===== config.mk =====
export PLATFORM = sky130hd
export DESIGN_NAME = bright_zone_steering_decider_unit
export DESIGN_NICKNAME = d
export VERILOG_FILES = /design/src/hw/rtl/bzsd_pkg.sv /design/src/hw/rtl/bzsd_cfg.sv /design/src/hw/rtl/bzsd_ctrl.sv /design/src/hw/rtl/bzsd_dp.sv /design/src/hw/rtl/bright_zone_steering_decider_unit.sv
export SDC_FILE = /design/constraint.sdc
export NUM_CORES = 2
export LEC_CHECK = 0
export BUFFER_PORTS_ARGS = -buffer_cell sky130_fd_sc_hd__buf_2
export CAP_MARGIN = 0
export CORE_UTILIZATION = 60
export CTS_CLUSTER_SIZE = 28
export DETAILED_ROUTE_END_ITERATION = 16
export GPL_TIMING_DRIVEN = 1
export PLACE_DENSITY = 0.88
export SYNTH_ARGS = -nofsm -noshare
export SYNTH_HDL_FRONTEND = slang
export SYNTH_SLANG_ARGS = --single-unit
export TNS_END_PERCENT = 100

===== constraint.sdc =====
create_clock -name clk -period 19.1 [get_ports clk]
set_input_delay 3.82 -clock clk [delete_from_list [all_inputs] [get_ports clk]]
set_output_delay 3.82 -clock clk [all_outputs]
set_load 0.02 [all_outputs]

===== src/hw/rtl/bzsd_pkg.sv =====
// Shared types, constants and a helper function for the bright zone steering decider.
package bzsd_pkg;

    // Default parameter values.
    localparam int MAX_FRAME_DIM_DEF = 2048;
    localparam int FRACTION_BITS_DEF = 10;

    // Fixed field widths.
    localparam int PIXEL_W = 8;
    localparam int DIM_W   = 12;
    localparam int FRAC_W  = 11;
    localparam int COUNT_W = 23;
    localparam int AREA_W  = 2 * DIM_W;
    localparam int CFG_IDX_W  = 3;
    localparam int CFG_DATA_W = COUNT_W;

    localparam logic [COUNT_W-1:0] COUNT_MAX = {COUNT_W{1'b1}};

    // Register indexes on the configuration port.
    localparam logic [CFG_IDX_W-1:0] REG_BRIGHTNESS = 3'd0;
    localparam logic [CFG_IDX_W-1:0] REG_TOP_ROWS   = 3'd1;
    localparam logic [CFG_IDX_W-1:0] REG_SIDE_COLS  = 3'd2;
    localparam logic [CFG_IDX_W-1:0] REG_WIDTH      = 3'd3;
    localparam logic [CFG_IDX_W-1:0] REG_HEIGHT     = 3'd4;
    localparam logic [CFG_IDX_W-1:0] REG_SIDE_FRAC  = 3'd5;
    localparam logic [CFG_IDX_W-1:0] REG_TOP_FRAC   = 3'd6;
    localparam logic [CFG_IDX_W-1:0] REG_MIDDLE_CNT = 3'd7;

    // Register reset values.
    localparam logic [PIXEL_W-1:0] RST_BRIGHTNESS = 8'd175;
    localparam logic [DIM_W-1:0]   RST_TOP_ROWS   = 12'd120;
    localparam logic [DIM_W-1:0]   RST_SIDE_COLS  = 12'd180;
    localparam logic [DIM_W-1:0]   RST_WIDTH      = 12'd640;
    localparam logic [DIM_W-1:0]   RST_HEIGHT     = 12'd480;
    localparam logic [FRAC_W-1:0]  RST_SIDE_FRAC  = 11'd205;
    localparam logic [FRAC_W-1:0]  RST_TOP_FRAC   = 11'd205;
    localparam logic [COUNT_W-1:0] RST_MIDDLE_CNT = 23'd100800;

    // Steering command codes.
    typedef enum logic [3:0] {
        CMD_PIVOT_RIGHT      = 4'd0,
        CMD_PIVOT_LEFT       = 4'd1,
        CMD_RIGHT_CHOREO     = 4'd2,
        CMD_LEFT_CHOREO      = 4'd3,
        CMD_FORWARD          = 4'd4,
        CMD_VEER_RIGHT       = 4'd5,
        CMD_VEER_LEFT        = 4'd6,
        CMD_GO               = 4'd7,
        CMD_FULL_PIVOT_RIGHT = 4'd8,
        CMD_FULL_PIVOT_LEFT  = 4'd9
    } steer_code_t;

    // Zones visited by the frame-end evaluation.
    typedef enum logic [1:0] {
        ZONE_TOP    = 2'd0,
        ZONE_LEFT   = 2'd1,
        ZONE_RIGHT  = 2'd2,
        ZONE_MIDDLE = 2'd3
    } zone_t;

    // Controller states.
    typedef enum logic [1:0] {
        ST_IDLE   = 2'd0,
        ST_AREA   = 2'd1,
        ST_CMP    = 2'd2,
        ST_DECIDE = 2'd3
    } state_t;

    // Configuration register contents.
    typedef struct packed {
        logic [PIXEL_W-1:0] bright_level;
        logic [DIM_W-1:0]   top_band_rows;
        logic [DIM_W-1:0]   side_band_cols;
        logic [DIM_W-1:0]   frame_width;
        logic [DIM_W-1:0]   frame_height;
        logic [FRAC_W-1:0]  side_fraction_q10;
        logic [FRAC_W-1:0]  top_fraction_q10;
        logic [COUNT_W-1:0] middle_pixel_count;
    } cfg_t;

    // Commands from the controller to the datapath.
    typedef struct packed {
        logic  pixel_en;
        logic  resume_en;
        logic  area_en;
        logic  cmp_en;
        zone_t zone;
        logic  decide_en;
    } ctrl_cmd_t;

    // Status from the datapath to the controller.
    typedef struct packed {
        logic out_full;
    } dp_status_t;

    // Saturating increment of a bright count.
    function automatic logic [COUNT_W-1:0] count_up(input logic [COUNT_W-1:0] c);
        count_up = (c < COUNT_MAX) ? c + 1'b1 : c;
    endfunction

endpackage


===== src/hw/rtl/bzsd_cfg.sv =====
// Configuration register file of the bright zone steering decider.
module bzsd_cfg
    import bzsd_pkg::*;
(
    input  logic                  clk,
    input  logic                  rst_n,
    input  logic                  cfg_write,
    input  logic [CFG_IDX_W-1:0]  cfg_index,
    input  logic [CFG_DATA_W-1:0] cfg_data,
    output cfg_t                  cfg
);

    cfg_t cfg_reg;
    cfg_t cfg_next;

    // Decode the write index into the selected register.
    always_comb
    begin
        cfg_next = cfg_reg;
        if (cfg_write)
        begin
            unique case (cfg_index)
                REG_BRIGHTNESS: cfg_next.bright_level         = cfg_data[PIXEL_W-1:0];
                REG_TOP_ROWS:   cfg_next.top_band_rows        = cfg_data[DIM_W-1:0];
                REG_SIDE_COLS:  cfg_next.side_band_cols       = cfg_data[DIM_W-1:0];
                REG_WIDTH:      cfg_next.frame_width          = cfg_data[DIM_W-1:0];
                REG_HEIGHT:     cfg_next.frame_height         = cfg_data[DIM_W-1:0];
                REG_SIDE_FRAC:  cfg_next.side_fraction_q10    = cfg_data[FRAC_W-1:0];
                REG_TOP_FRAC:   cfg_next.top_fraction_q10     = cfg_data[FRAC_W-1:0];
                REG_MIDDLE_CNT: cfg_next.middle_pixel_count   = cfg_data[COUNT_W-1:0];
                default:        cfg_next = cfg_reg;
            endcase
        end
    end

    // Register storage with reset defaults.
    always_ff @(posedge clk or negedge rst_n)
    begin
        if (!rst_n)
        begin
            cfg_reg.bright_level         <= RST_BRIGHTNESS;
            cfg_reg.top_band_rows        <= RST_TOP_ROWS;
            cfg_reg.side_band_cols       <= RST_SIDE_COLS;
            cfg_reg.frame_width          <= RST_WIDTH;
            cfg_reg.frame_height         <= RST_HEIGHT;
            cfg_reg.side_fraction_q10    <= RST_SIDE_FRAC;
            cfg_reg.top_fraction_q10     <= RST_TOP_FRAC;
            cfg_reg.middle_pixel_count   <= RST_MIDDLE_CNT;
        end
        else
        begin
            cfg_reg <= cfg_next;
        end
    end

    assign cfg = cfg_reg;

endmodule


===== src/hw/rtl/bzsd_ctrl.sv =====
// Controller state machine: input handshake and the frame-end evaluation sequence.
module bzsd_ctrl
    import bzsd_pkg::*;
(
    input  logic       clk,
    input  logic       rst_n,
    input  logic       pixel_valid,
    output logic       pixel_stall,
    input  logic       mode,
    input  logic       frame_end,
    input  dp_status_t status,
    output ctrl_cmd_t  cmd
);

    state_t state_reg;
    state_t state_next;
    zone_t  zone_reg;
    zone_t  zone_next;

    // State and zone registers.
    always_ff @(posedge clk or negedge rst_n)
    begin
        if (!rst_n)
        begin
            state_reg <= ST_IDLE;
            zone_reg  <= ZONE_TOP;
        end
        else
        begin
            state_reg <= state_next;
            zone_reg  <= zone_next;
        end
    end

    // Next state and datapath commands.
    always_comb
    begin
        state_next    = state_reg;
        zone_next     = zone_reg;
        pixel_stall   = 1'b1;
        cmd.pixel_en  = 1'b0;
        cmd.resume_en = 1'b0;
        cmd.area_en   = 1'b0;
        cmd.cmp_en    = 1'b0;
        cmd.zone      = zone_reg;
        cmd.decide_en = 1'b0;
        unique case (state_reg)
            ST_IDLE:
            begin
                pixel_stall = 1'b0;
                if (pixel_valid)
                begin
                    if (mode)
                    begin
                        cmd.resume_en = 1'b1;
                    end
                    else
                    begin
                        cmd.pixel_en = 1'b1;
                        if (frame_end)
                        begin
                            zone_next  = ZONE_TOP;
                            state_next = ST_AREA;
                        end
                    end
                end
            end
            ST_AREA:
            begin
                cmd.area_en = 1'b1;
                state_next  = ST_CMP;
            end
            ST_CMP:
            begin
                cmd.cmp_en = 1'b1;
                if (zone_reg == ZONE_MIDDLE)
                begin
                    state_next = ST_DECIDE;
                end
                else
                begin
                    zone_next  = zone_t'(zone_reg + 2'd1);
                    state_next = ST_AREA;
                end
            end
            ST_DECIDE:
            begin
                // Hold the new result until the output register is free.
                if (!status.out_full)
                begin
                    cmd.decide_en = 1'b1;
                    state_next    = ST_IDLE;
                end
            end
            default:
            begin
                state_next = ST_IDLE;
            end
        endcase
    end

endmodule


===== src/hw/rtl/bzsd_dp.sv =====
// Datapath: position tracking, zone counters, shared area multiplier and decision logic.
module bzsd_dp
    import bzsd_pkg::*;
#(
    parameter int MAX_FRAME_DIM = MAX_FRAME_DIM_DEF,
    parameter int FRACTION_BITS = FRACTION_BITS_DEF
)
(
    input  logic               clk,
    input  logic               rst_n,
    input  cfg_t               cfg,
    input  ctrl_cmd_t          cmd,
    output dp_status_t         status,
    input  logic [PIXEL_W-1:0] pixel,
    output logic               result_valid,
    input  logic               result_stall,
    output logic [2:0]         zone_flags,
    output logic               command_valid,
    output logic [3:0]         command_code
);

    localparam int CW     = $clog2(MAX_FRAME_DIM);
    localparam int DW     = (CW + 1 > DIM_W + 1) ? CW + 1 : DIM_W + 1;
    localparam int PROD_W = COUNT_W + DIM_W;
    localparam int RHS_W  = FRAC_W + AREA_W;
    localparam int LHS_W  = COUNT_W + FRACTION_BITS;
    localparam int CMP_W  = (LHS_W > RHS_W) ? LHS_W : RHS_W;

    logic [CW-1:0]      col_reg;
    logic [CW-1:0]      row_reg;
    logic [COUNT_W-1:0] top_cnt_reg;
    logic [COUNT_W-1:0] left_cnt_reg;
    logic [COUNT_W-1:0] right_cnt_reg;
    logic [COUNT_W-1:0] mid_cnt_reg;
    logic [AREA_W-1:0]  area_reg;
    logic [3:0]         over_reg;
    logic               listening_reg;
    logic               favor_reg;
    logic               out_valid_reg;
    logic [2:0]         zone_flags_reg;
    logic               command_valid_reg;
    logic [3:0]         command_code_reg;

    // Position and zone membership of the current pixel.
    logic [DW-1:0] col_w, row_w, width_w, side_w, top_w, wrap_w;
    logic          in_top, in_left, in_right, bright, col_last;

    always_comb
    begin
        col_w   = DW'(col_reg);
        row_w   = DW'(row_reg);
        width_w = DW'(cfg.frame_width);
        side_w  = DW'(cfg.side_band_cols);
        top_w   = DW'(cfg.top_band_rows);
        if (width_w == '0)
            wrap_w = DW'(1);
        else if (width_w > DW'(MAX_FRAME_DIM))
            wrap_w = DW'(MAX_FRAME_DIM);
        else
            wrap_w = width_w;
        col_last = (col_w + DW'(1)) >= wrap_w;
        in_top   = row_w < top_w;
        in_left  = col_w < side_w;
        in_right = (side_w <= width_w) && (col_w > (width_w - side_w));
        bright   = pixel > cfg.bright_level;
    end

    // Position counters and bright counts; cleared after each frame decision.
    always_ff @(posedge clk or negedge rst_n)
    begin
        if (!rst_n)
        begin
            col_reg       <= '0;
            row_reg       <= '0;
            top_cnt_reg   <= '0;
            left_cnt_reg  <= '0;
            right_cnt_reg <= '0;
            mid_cnt_reg   <= '0;
        end
        else if (cmd.decide_en)
        begin
            col_reg       <= '0;
            row_reg       <= '0;
            top_cnt_reg   <= '0;
            left_cnt_reg  <= '0;
            right_cnt_reg <= '0;
            mid_cnt_reg   <= '0;
        end
        else if (cmd.pixel_en)
        begin
            if (bright && in_top)
                top_cnt_reg <= count_up(top_cnt_reg);
            if (bright && in_left)
                left_cnt_reg <= count_up(left_cnt_reg);
            if (bright && in_right)
                right_cnt_reg <= count_up(right_cnt_reg);
            if (bright && !(in_top || in_left || in_right))
                mid_cnt_reg <= count_up(mid_cnt_reg);
            if (col_last)
            begin
                col_reg <= '0;
                if (row_reg < CW'(MAX_FRAME_DIM - 1))
                    row_reg <= row_reg + 1'b1;
            end
            else
            begin
                col_reg <= col_reg + 1'b1;
            end
        end
    end

    // Operand selection for the shared area multiplier and the compare.
    logic [COUNT_W-1:0] mul_a;
    logic [DIM_W-1:0]   mul_b;
    logic [PROD_W-1:0]  area_prod;
    logic [COUNT_W-1:0] sel_count;
    logic [FRAC_W-1:0]  sel_frac;
    logic [RHS_W-1:0]   rhs_prod;
    logic [CMP_W-1:0]   lhs_w, rhs_w;

    always_comb
    begin
        case (cmd.zone)
            ZONE_TOP:
            begin
                mul_a     = COUNT_W'(cfg.frame_width);
                mul_b     = cfg.top_band_rows;
                sel_count = top_cnt_reg;
                sel_frac  = cfg.top_fraction_q10;
            end
            ZONE_LEFT:
            begin
                mul_a     = COUNT_W'(cfg.frame_height);
                mul_b     = cfg.side_band_cols;
                sel_count = left_cnt_reg;
                sel_frac  = cfg.side_fraction_q10;
            end
            ZONE_RIGHT:
            begin
                mul_a     = COUNT_W'(cfg.frame_height);
                mul_b     = cfg.side_band_cols;
                sel_count = right_cnt_reg;
                sel_frac  = cfg.side_fraction_q10;
            end
            default:
            begin
                mul_a     = cfg.middle_pixel_count;
                mul_b     = DIM_W'(1);
                sel_count = mid_cnt_reg;
                sel_frac  = cfg.top_fraction_q10;
            end
        endcase
        area_prod = PROD_W'(mul_a) * PROD_W'(mul_b);
        rhs_prod  = RHS_W'(sel_frac) * RHS_W'(area_reg);
        lhs_w     = CMP_W'({sel_count, {FRACTION_BITS{1'b0}}});
        rhs_w     = CMP_W'(rhs_prod);
    end

    // Area register, then the cross-multiplied compare in the following cycle.
    always_ff @(posedge clk)
    begin
        if (cmd.area_en)
            area_reg <= area_prod[AREA_W-1:0];
        if (cmd.cmp_en)
            over_reg[cmd.zone] <= lhs_w > rhs_w;
    end

    // Steering decision from the four zone flags.
    logic        t_f, l_f, r_f, m_f;
    logic [3:0]  code;
    logic        listening_next;
    logic        favor_next;

    always_comb
    begin
        t_f = over_reg[ZONE_TOP];
        l_f = over_reg[ZONE_LEFT];
        r_f = over_reg[ZONE_RIGHT];
        m_f = over_reg[ZONE_MIDDLE];
        listening_next = listening_reg;
        favor_next     = favor_reg;
        code           = 4'd0;
        if (listening_reg)
        begin
            if (t_f && (l_f == r_f))
            begin
                code = favor_reg ? CMD_PIVOT_RIGHT : CMD_PIVOT_LEFT;
            end
            else if (t_f && l_f)
            begin
                code           = CMD_RIGHT_CHOREO;
                listening_next = 1'b0;
                favor_next     = 1'b1;
            end
            else if (t_f)
            begin
                code           = CMD_LEFT_CHOREO;
                listening_next = 1'b0;
                favor_next     = 1'b0;
            end
            else if (l_f && r_f)
            begin
                code = CMD_FORWARD;
            end
            else if (l_f)
            begin
                code       = CMD_VEER_RIGHT;
                favor_next = 1'b1;
            end
            else if (r_f)
            begin
                code       = CMD_VEER_LEFT;
                favor_next = 1'b0;
            end
            else
            begin
                code = CMD_GO;
            end
            // A bright middle overrides with a full pivot and keeps listening.
            if (m_f)
            begin
                listening_next = 1'b1;
                code = favor_next ? CMD_FULL_PIVOT_RIGHT : CMD_FULL_PIVOT_LEFT;
            end
        end
    end

    // Steering flags.
    always_ff @(posedge clk or negedge rst_n)
    begin
        if (!rst_n)
        begin
            listening_reg <= 1'b1;
            favor_reg     <= 1'b0;
        end
        else if (cmd.resume_en)
        begin
            listening_reg <= 1'b1;
        end
        else if (cmd.decide_en)
        begin
            listening_reg <= listening_next;
            favor_reg     <= favor_next;
        end
    end

    // Output register and its valid bit.
    always_ff @(posedge clk or negedge rst_n)
    begin
        if (!rst_n)
            out_valid_reg <= 1'b0;
        else if (cmd.decide_en)
            out_valid_reg <= 1'b1;
        else if (!result_stall)
            out_valid_reg <= 1'b0;
    end

    always_ff @(posedge clk)
    begin
        if (cmd.decide_en)
        begin
            zone_flags_reg    <= {t_f, r_f, l_f};
            command_valid_reg <= listening_reg;
            command_code_reg  <= code;
        end
    end

    assign status.out_full = out_valid_reg && result_stall;
    assign result_valid    = out_valid_reg;
    assign zone_flags      = zone_flags_reg;
    assign command_valid   = command_valid_reg;
    assign command_code    = command_code_reg;

endmodule


===== src/hw/rtl/bright_zone_steering_decider_unit.sv =====
// Top level of the bright zone steering decider.
//
// Pixel and resume requests are taken one per clock while the controller is
// idle; pixel_stall is high during a frame-end evaluation. A frame_end pixel
// request is accepted, then each of the four zones gets an area step on one
// multiplier shared by the zones and a cross-multiplied fraction compare on
// a second shared multiplier, then a decision step loads the result register;
// it waits while an earlier result is still held by a stalled consumer. Only
// a frame_end pixel produces a result. No clearing pass is needed after reset.
module bright_zone_steering_decider_unit
    import bzsd_pkg::*;
#(
    parameter int MAX_FRAME_DIM = MAX_FRAME_DIM_DEF,
    parameter int FRACTION_BITS = FRACTION_BITS_DEF
)
(
    input  logic                  clk,
    input  logic                  rst_n,
    input  logic                  pixel_valid,
    output logic                  pixel_stall,
    input  logic                  mode,
    input  logic [PIXEL_W-1:0]    pixel,
    input  logic                  frame_end,
    output logic                  result_valid,
    input  logic                  result_stall,
    output logic [2:0]            zone_flags,
    output logic                  command_valid,
    output logic [3:0]            command_code,
    input  logic                  cfg_write,
    input  logic [CFG_IDX_W-1:0]  cfg_index,
    input  logic [CFG_DATA_W-1:0] cfg_data
);

    cfg_t       cfg;
    ctrl_cmd_t  cmd;
    dp_status_t status;

    // Configuration registers.
    bzsd_cfg u_cfg (
        .clk       (clk),
        .rst_n     (rst_n),
        .cfg_write (cfg_write),
        .cfg_index (cfg_index),
        .cfg_data  (cfg_data),
        .cfg       (cfg)
    );

    // Sequencer.
    bzsd_ctrl u_ctrl (
        .clk         (clk),
        .rst_n       (rst_n),
        .pixel_valid (pixel_valid),
        .pixel_stall (pixel_stall),
        .mode        (mode),
        .frame_end   (frame_end),
        .status      (status),
        .cmd         (cmd)
    );

    // Counting, compare and decision datapath.
    bzsd_dp #(
        .MAX_FRAME_DIM (MAX_FRAME_DIM),
        .FRACTION_BITS (FRACTION_BITS)
    ) u_dp (
        .clk           (clk),
        .rst_n         (rst_n),
        .cfg           (cfg),
        .cmd           (cmd),
        .status        (status),
        .pixel         (pixel),
        .result_valid  (result_valid),
        .result_stall  (result_stall),
        .zone_flags    (zone_flags),
        .command_valid (command_valid),
        .command_code  (command_code)
    );

endmodule


Word level (Yosys, flattened, before mapping)
Index checks and enable logic that the tools add are counted.
Word-level totals
  logic and storage cells: 195
  bits in latches: 0
  bits of input ports: 41
  bits in registers: 258
  memory bits (read-only): 0
  memories: 0
  RAM bits: 0
Operators by class
  divide/modulo/power cells: 0
  equality and inequality tests: 20
  $add $sub $neg: 9
  magnitude comparators: 15
  bitwise gates (word level): 1
  shift-type cells: 0
  multiply operators: 2
  multiplexer cells: 77
  reductions and logical operators: 47
Operators with widths (count)
  2-to-1 mux 23 bit: 16
  adder 23 x 1 -> 23 bit, second input constant: 4
  < comparator 23 bit, second input constant: 4
  2-to-1 mux 11 bit: 8
  case mux 23 bit (3 select lines): 1
  case mux 23 bit (2 select lines): 1
  > comparator 33 x 35 -> 1 bit: 1
  multiplier 11 x 24 -> 35 bit: 1
  2-to-1 mux 1 bit: 27
  nonzero test 2 bit: 13
  < comparator 11 x 12 -> 1 bit: 2
  multiplier 23 x 12 -> 24 bit: 1
  2-to-1 mux 12 bit: 2
  2-to-1 mux 4 bit: 6
  case mux 12 bit (2 select lines): 1
  adder 11 x 1 -> 11 bit, second input constant: 2
  2-to-1 mux 2 bit: 11
  AND reduction 3 bit: 6
  AND reduction 2 bit: 8
  >= comparator 13 x 12 -> 1 bit: 1
  > comparator 11 x 13 -> 1 bit: 1
  subtractor 12 x 12 -> 13 bit: 1
  adder 11 x 1 -> 12 bit, second input constant: 1
  equality test 3 bit, second input constant: 4
  other kinds (28): 48

Depth between registers and ports, before layout
  depth after elaboration: 9
  gate-level depth with buffers: 37
  mapped depth without buffers: 34

Modules after synthesis
Synthesis repeated with hierarchy kept, for this count alone.
Unflattened totals
  cell total of the unflattened synthesis: 3039
  area, all modules: 28872.7 um2
Modules (own cells, without submodules)
  bzsd_dp: cells each 2795, seq. area each 4010.1 um2, area each 24766.3 um2, instances 1
  bzsd_cfg: cells each 218, seq. area each 2572.5 um2, area each 3868.7 um2, instances 1
  bzsd_ctrl: cells each 26, seq. area each 100.1 um2, area each 237.7 um2, instances 1

Worst setup path after synthesis
Ideal clock, no wire load.
  kind: register to register
  start: register u_ctrl.zone_reg[0]
  end: register u_dp.over_reg[0], data pin
  clock period less this slack: 8.086 ns
  stages on the path, launching flop included: 32
  setup slack: 11.014 ns
  arrival time: 7.869 ns
  cell sequence: dfrtp_1 inv_1 ha_1 clkbuf_1 buf_1 mux2_2 clkbuf_1 nand2_1 fa_1 fa_1 inv_1 fa_1 fa_1 inv_1 fa_1 inv_1 ha_1 and3_1 a21boi_0 a21oi_1 a211o_1 o21ai_0 a21o_1 a21oi_1 o21ai_0 xnor2_1 ha_1 nand4_1 or3_1 nor3_1 o21ai_0 a211oi_1
On the way
  cells in the longest elaborated chain, start to end: 6
RTL lines
  from (decl): line bzsd_ctrl.sv:17  | zone_t zone_reg;
  from (signal assigned): line bzsd_ctrl.sv:31  | zone_reg <= zone_next;
  equality test 2 x 1 -> 1 bit or equality test 2 bit (tied branches): line bzsd_dp.sv:123  | case (cmd.zone)
  OR reduction 2 bit (no line)
  2-to-1 mux 11 bit: line bzsd_dp.sv:123
  multiplier 11 x 24 -> 35 bit: line bzsd_dp.sv:154  | rhs_prod = RHS_W'(sel_frac) * RHS_W'(area_reg);
  > comparator 33 x 35 -> 1 bit: line bzsd_dp.sv:165  | over_reg[cmd.zone] <= lhs_w > rhs_w;
  bitwise mux 4 bit (*): line bzsd_dp.sv:165
  to (signal, indexed assignment): line bzsd_dp.sv:165
  to (decl): line bzsd_dp.sv:36  | logic [3:0] over_reg;
Mark *: on every way between the ends. The rest lies on a longest branch, timed or not.
A chain may end at the register's enable or synchronous reset.

Final worst setup path
  start: register u_ctrl.zone_reg[0]
  end: register u_dp.over_reg[3], data pin
Same word-level chain as after synthesis.

==> out/summary.log <==
qor: global_routing.global_route.usage.total 30.6%
qor: setup_path.critPathSlowestCell mux2_2
qor: finish.final_net_count 3669
qor: logic_synthesis.postSynth.topFlopCell dfrtp_1
qor: detailed_routing.drc 3
qor: detailed_routing.dr.pass1.iters 12
qor: setup_path.timing.critical_path.from_type register
qor: place.detailedPlacementHpwl 52600 um
qor: timing.max-slew-margin-rel 19.6%
qor: logic_synthesis.synth_seq_area_share 23.4%
qor: detailed_routing.wl_per_cell 19.2 um
qor: die.design.core.area 46800 um^2
qor: min_path.worstHoldPathType reg2reg
qor: die.rows 79
qor: logic_synthesis.synth_largest_type_area_fraction 25.0%
qor: flow_run.max_cap_viol_count 0
qor: finish.largest_reg_flops 101
qor: timing.finalSetupViolCount 0
qor: detailed_routing.postRouteAntennaNets 0
qor: timing.worst_hold_slack 0.505 ns
qor: setup_path.path_max_fanout 37
qor: detailed_routing.first_iter_violations 2013
qor: finish.filler_cell_count 3461
qor: setup_path.r2r.worst_path.cells 30
qor: timing.worstMarginPinSlew 1.20 ns
qor: logic_synthesis.syn_avg_cell_area 9.45 um^2
qor: detailed_routing.route.detailed.vias_per_inst 6.03
qor: die.design.die.area 48600 um^2
qor: die.fp.dieH 220 um
qor: setup_path.setup.worst_path.end_class register
qor: logic_synthesis.post_synth_num_cell_types 88
qor: die.ios 51
qor: logic_synthesis.ys_seq_elements 258
qor: logic_synthesis.yosys_warnings 0
qor: setup_path.rr_startpoint u_ctrl.zone_reg[0]
qor: finish.final_cells 3689
qor: clocking.cts_tree done
qor: place.dp_cells 3635
qor: setup_path.critical_path_required 19.43 ns
qor: logic_synthesis.synth_top_area_cell fa_1
qor: setup_path.timing.critical_path.arrival 9.33 ns
qor: finish.antenna-diode-count 0
qor: min_path.min_path_cells 1
qor: logic_synthesis.synth_enable_flop_cells 36
qor: finish.syn2layout_area_growth 6.58%
qor: global_routing.grt_start_max_net_pins 76
qor: place.port_buffers 50
qor: logic_synthesis.synth_top_cells_by_area fa_1 25%, dfrtp_1 16%, ha_1 9.3%
qor: clocking.clock_tree.buffer_depth 3
qor: setup_path.cpPeakStageDelay 0.61 ns
qor: clocking.h_tree_lvl_count 1
qor: clocking.number_of_hold_repair_buffers_added_at_the_cts_stage 0
qor: clocking.cts-buffers-inserted 29
qor: global_routing.number_of_global_route_vias_before_repair 23000
qor: outcome.failed_checks DRC
qor: clocking.gates_resized_cts_repair 0
qor: setup_path.r2r_slack 10.11 ns
qor: timing.tns 0 ns
qor: logic_synthesis.syn_inst 3028
qor: min_path.hold_path_startpoint u_cfg.cfg[14]
qor: finish.fraction_of_layout_cells_with_a_size_suffix_above_1 9.21%
qor: setup_path.worst_r2r_endpoint u_dp.over_reg[3]
qor: clocking.clk_root_buffer_cell clkbuf_16
qor: clocking.clock_insertion_delay_at_the_later_pin_of_the_skew_report 0.58 ns
qor: timing.final.setup_skew 0.0127 ns
qor: finish.final_instance_area 30500 um^2
qor: logic_synthesis.synth-async-reset-ratio 86.0%
qor: clocking.cts_post_setup_buffers_inserted 0
qor: global_routing.grt_remaining_overflow 0
qor: min_path.worstHoldEndpoint u_cfg.cfg[14]
qor: logic_synthesis.synth.cell_area 28600 um^2
qor: timing.fmax 111 MHz
qor: timing.timing.final.max_slew_violations 0
qor: place.dpl-instance-area 29500 um^2
qor: detailed_routing.detailroute.via_count 22200
qor: timing.grt_setup_unrepaired false
qor: timing.hold_viol 0
qor: clocking.clock_sink_count 258
qor: die.floorplan.initialDensity 61.2%
qor: global_routing.antenna_violations_before_repair 0
qor: outcome.run_status complete, but fails checks
qor: timing.timing.final.crit_period 9.00 ns
qor: detailed_routing.routed_wirelength 70800 um
qor: global_routing.grt_pass1_wl 117000 um
qor: place.globalplace.congestion 0.918
qor: die.die_width 220 um
qor: clocking.clk_transition_reported_paths 0.06 ns
qor: timing.final.period_utilization 47.1%
qor: logic_synthesis.yosys.cell_count.top_type inv_1
qor: logic_synthesis.ys_top_cells_by_count 457 x inv_1, 401 x nand2_1, 357 x fa_1
qor: setup_path.timing.setup.critical_path_class reg2reg
-- cell type report --
type / count / area [um^2] / area share [%]
multi-input cells: 2246 / 20000 / 65.5
flip-flops and latches: 258 / 6680 / 21.9
inverters: 458 / 1720 / 5.64
clock buffers: 44 / 897 / 2.94
well taps: 607 / 759 / 2.49
repair buffers: 66 / 380 / 1.25
clock inverters: 10 / 90.1 / 0.295
-- worst max path at each step --
stage                            start                to  slack (ns)  cells after the start
floorplan           u_ctrl.zone_reg[0]  u_dp.over_reg[0]       11.01                     31
CTS                 u_ctrl.zone_reg[0]  u_dp.over_reg[3]       10.19                     30
finish              u_ctrl.zone_reg[0]  u_dp.over_reg[3]       10.11                     30
detailed placement  u_ctrl.zone_reg[0]  u_dp.over_reg[0]       10.25                     30
global placement    u_ctrl.zone_reg[0]  u_dp.over_reg[0]       10.52                     30
global route        u_ctrl.zone_reg[0]  u_dp.over_reg[3]        9.62                     31
-- placed cells by master, fill, tap and decap left out, types with 8 or more instances in the layout --
cell type,netlist,routed
inv_1,457,457
nand2_1,401,401
fa_1,357,357
ha_1,212,211
dfrtp_1,185,185
nor2_1,167,166
and2_1,121,121
o21ai_0,100,100
mux2_2,95,95
a21oi_1,84,84
xnor2_1,74,74
conb_1,2,55
xor2_1,52,52
nand3_1,50,50
buf_2,4,49
a21o_1,42,42
mux2i_1,37,37
dfstp_2,37,37
edfxtp_1,36,36
nor3_1,36,35
nand4_1,32,32
clkbuf_16,0,30
and3_1,28,28
nor2b_1,24,24
a222oi_1,23,23
or3_1,23,23
nand2b_1,22,22
o21a_1,20,20
a22o_1,18,18
o211ai_1,17,17
buf_4,1,16
a22oi_1,15,15
a211oi_1,14,14
o31ai_1,10,10
clkbuf_8,0,9
nor4_1,8,8
-- worst max-delay path, delay by kind of cell, from the launching register on --
kind | cells | cell delay, ns
flops | 1 | 0.48
xor+xnor | 1 | 0.12
simple gates | 6 | 1.50
mux | 1 | 0.61
compound gates | 8 | 1.79
buf+inv | 6 | 0.72
fa+ha+maj | 8 | 3.52
-- routing by layer --
| metal | track usage (%) | wire (um) | share of wire (%) | vias to the layer above |
|---|---|---|---|---|
| met5 | 0 | 0 | 0 | - |
| met4 | 14.7 | 3670 | 5.2 | 0 |
| met3 | 4.54 | 6170 | 8.7 | 270 |
| met2 | 51.1 | 34200 | 48 | 1084 |
| met1 | 39.1 | 26700 | 38 | 11000 |
| li1 | - | - | - | 9900 |
-- logic make-up (layout without fill, tap and decap cells) --
kind of cell	Yosys count	count (layout)	share of synthesized area, %
AO/OA/AOI/OAI	403	403	9.65
XOR/XNOR	126	126	3.86
adder cells (fa/ha/maj)	569	569	34.3
buffers and inverters	577	578	7.65
flip-flops	258	258	23.4
multiplexers	132	132	5.03
other	2	55	0.0262
AND/OR/NAND/NOR	961	961	16.2
-- stage by stage --
stage,util [%],worst slack [ns]
2_1_floorplan,-,11.01
3_3_place_gp,63.1,10.52
3_5_place_dp,63.1,10.25
4_1_cts,65.2,10.19
5_1_grt,65.2,9.62
6_report,65.2,10.11
Power is left out: the tool's default activity adds up to more than one toggle a clock period on the data nets, which glitch-free logic cannot reach.
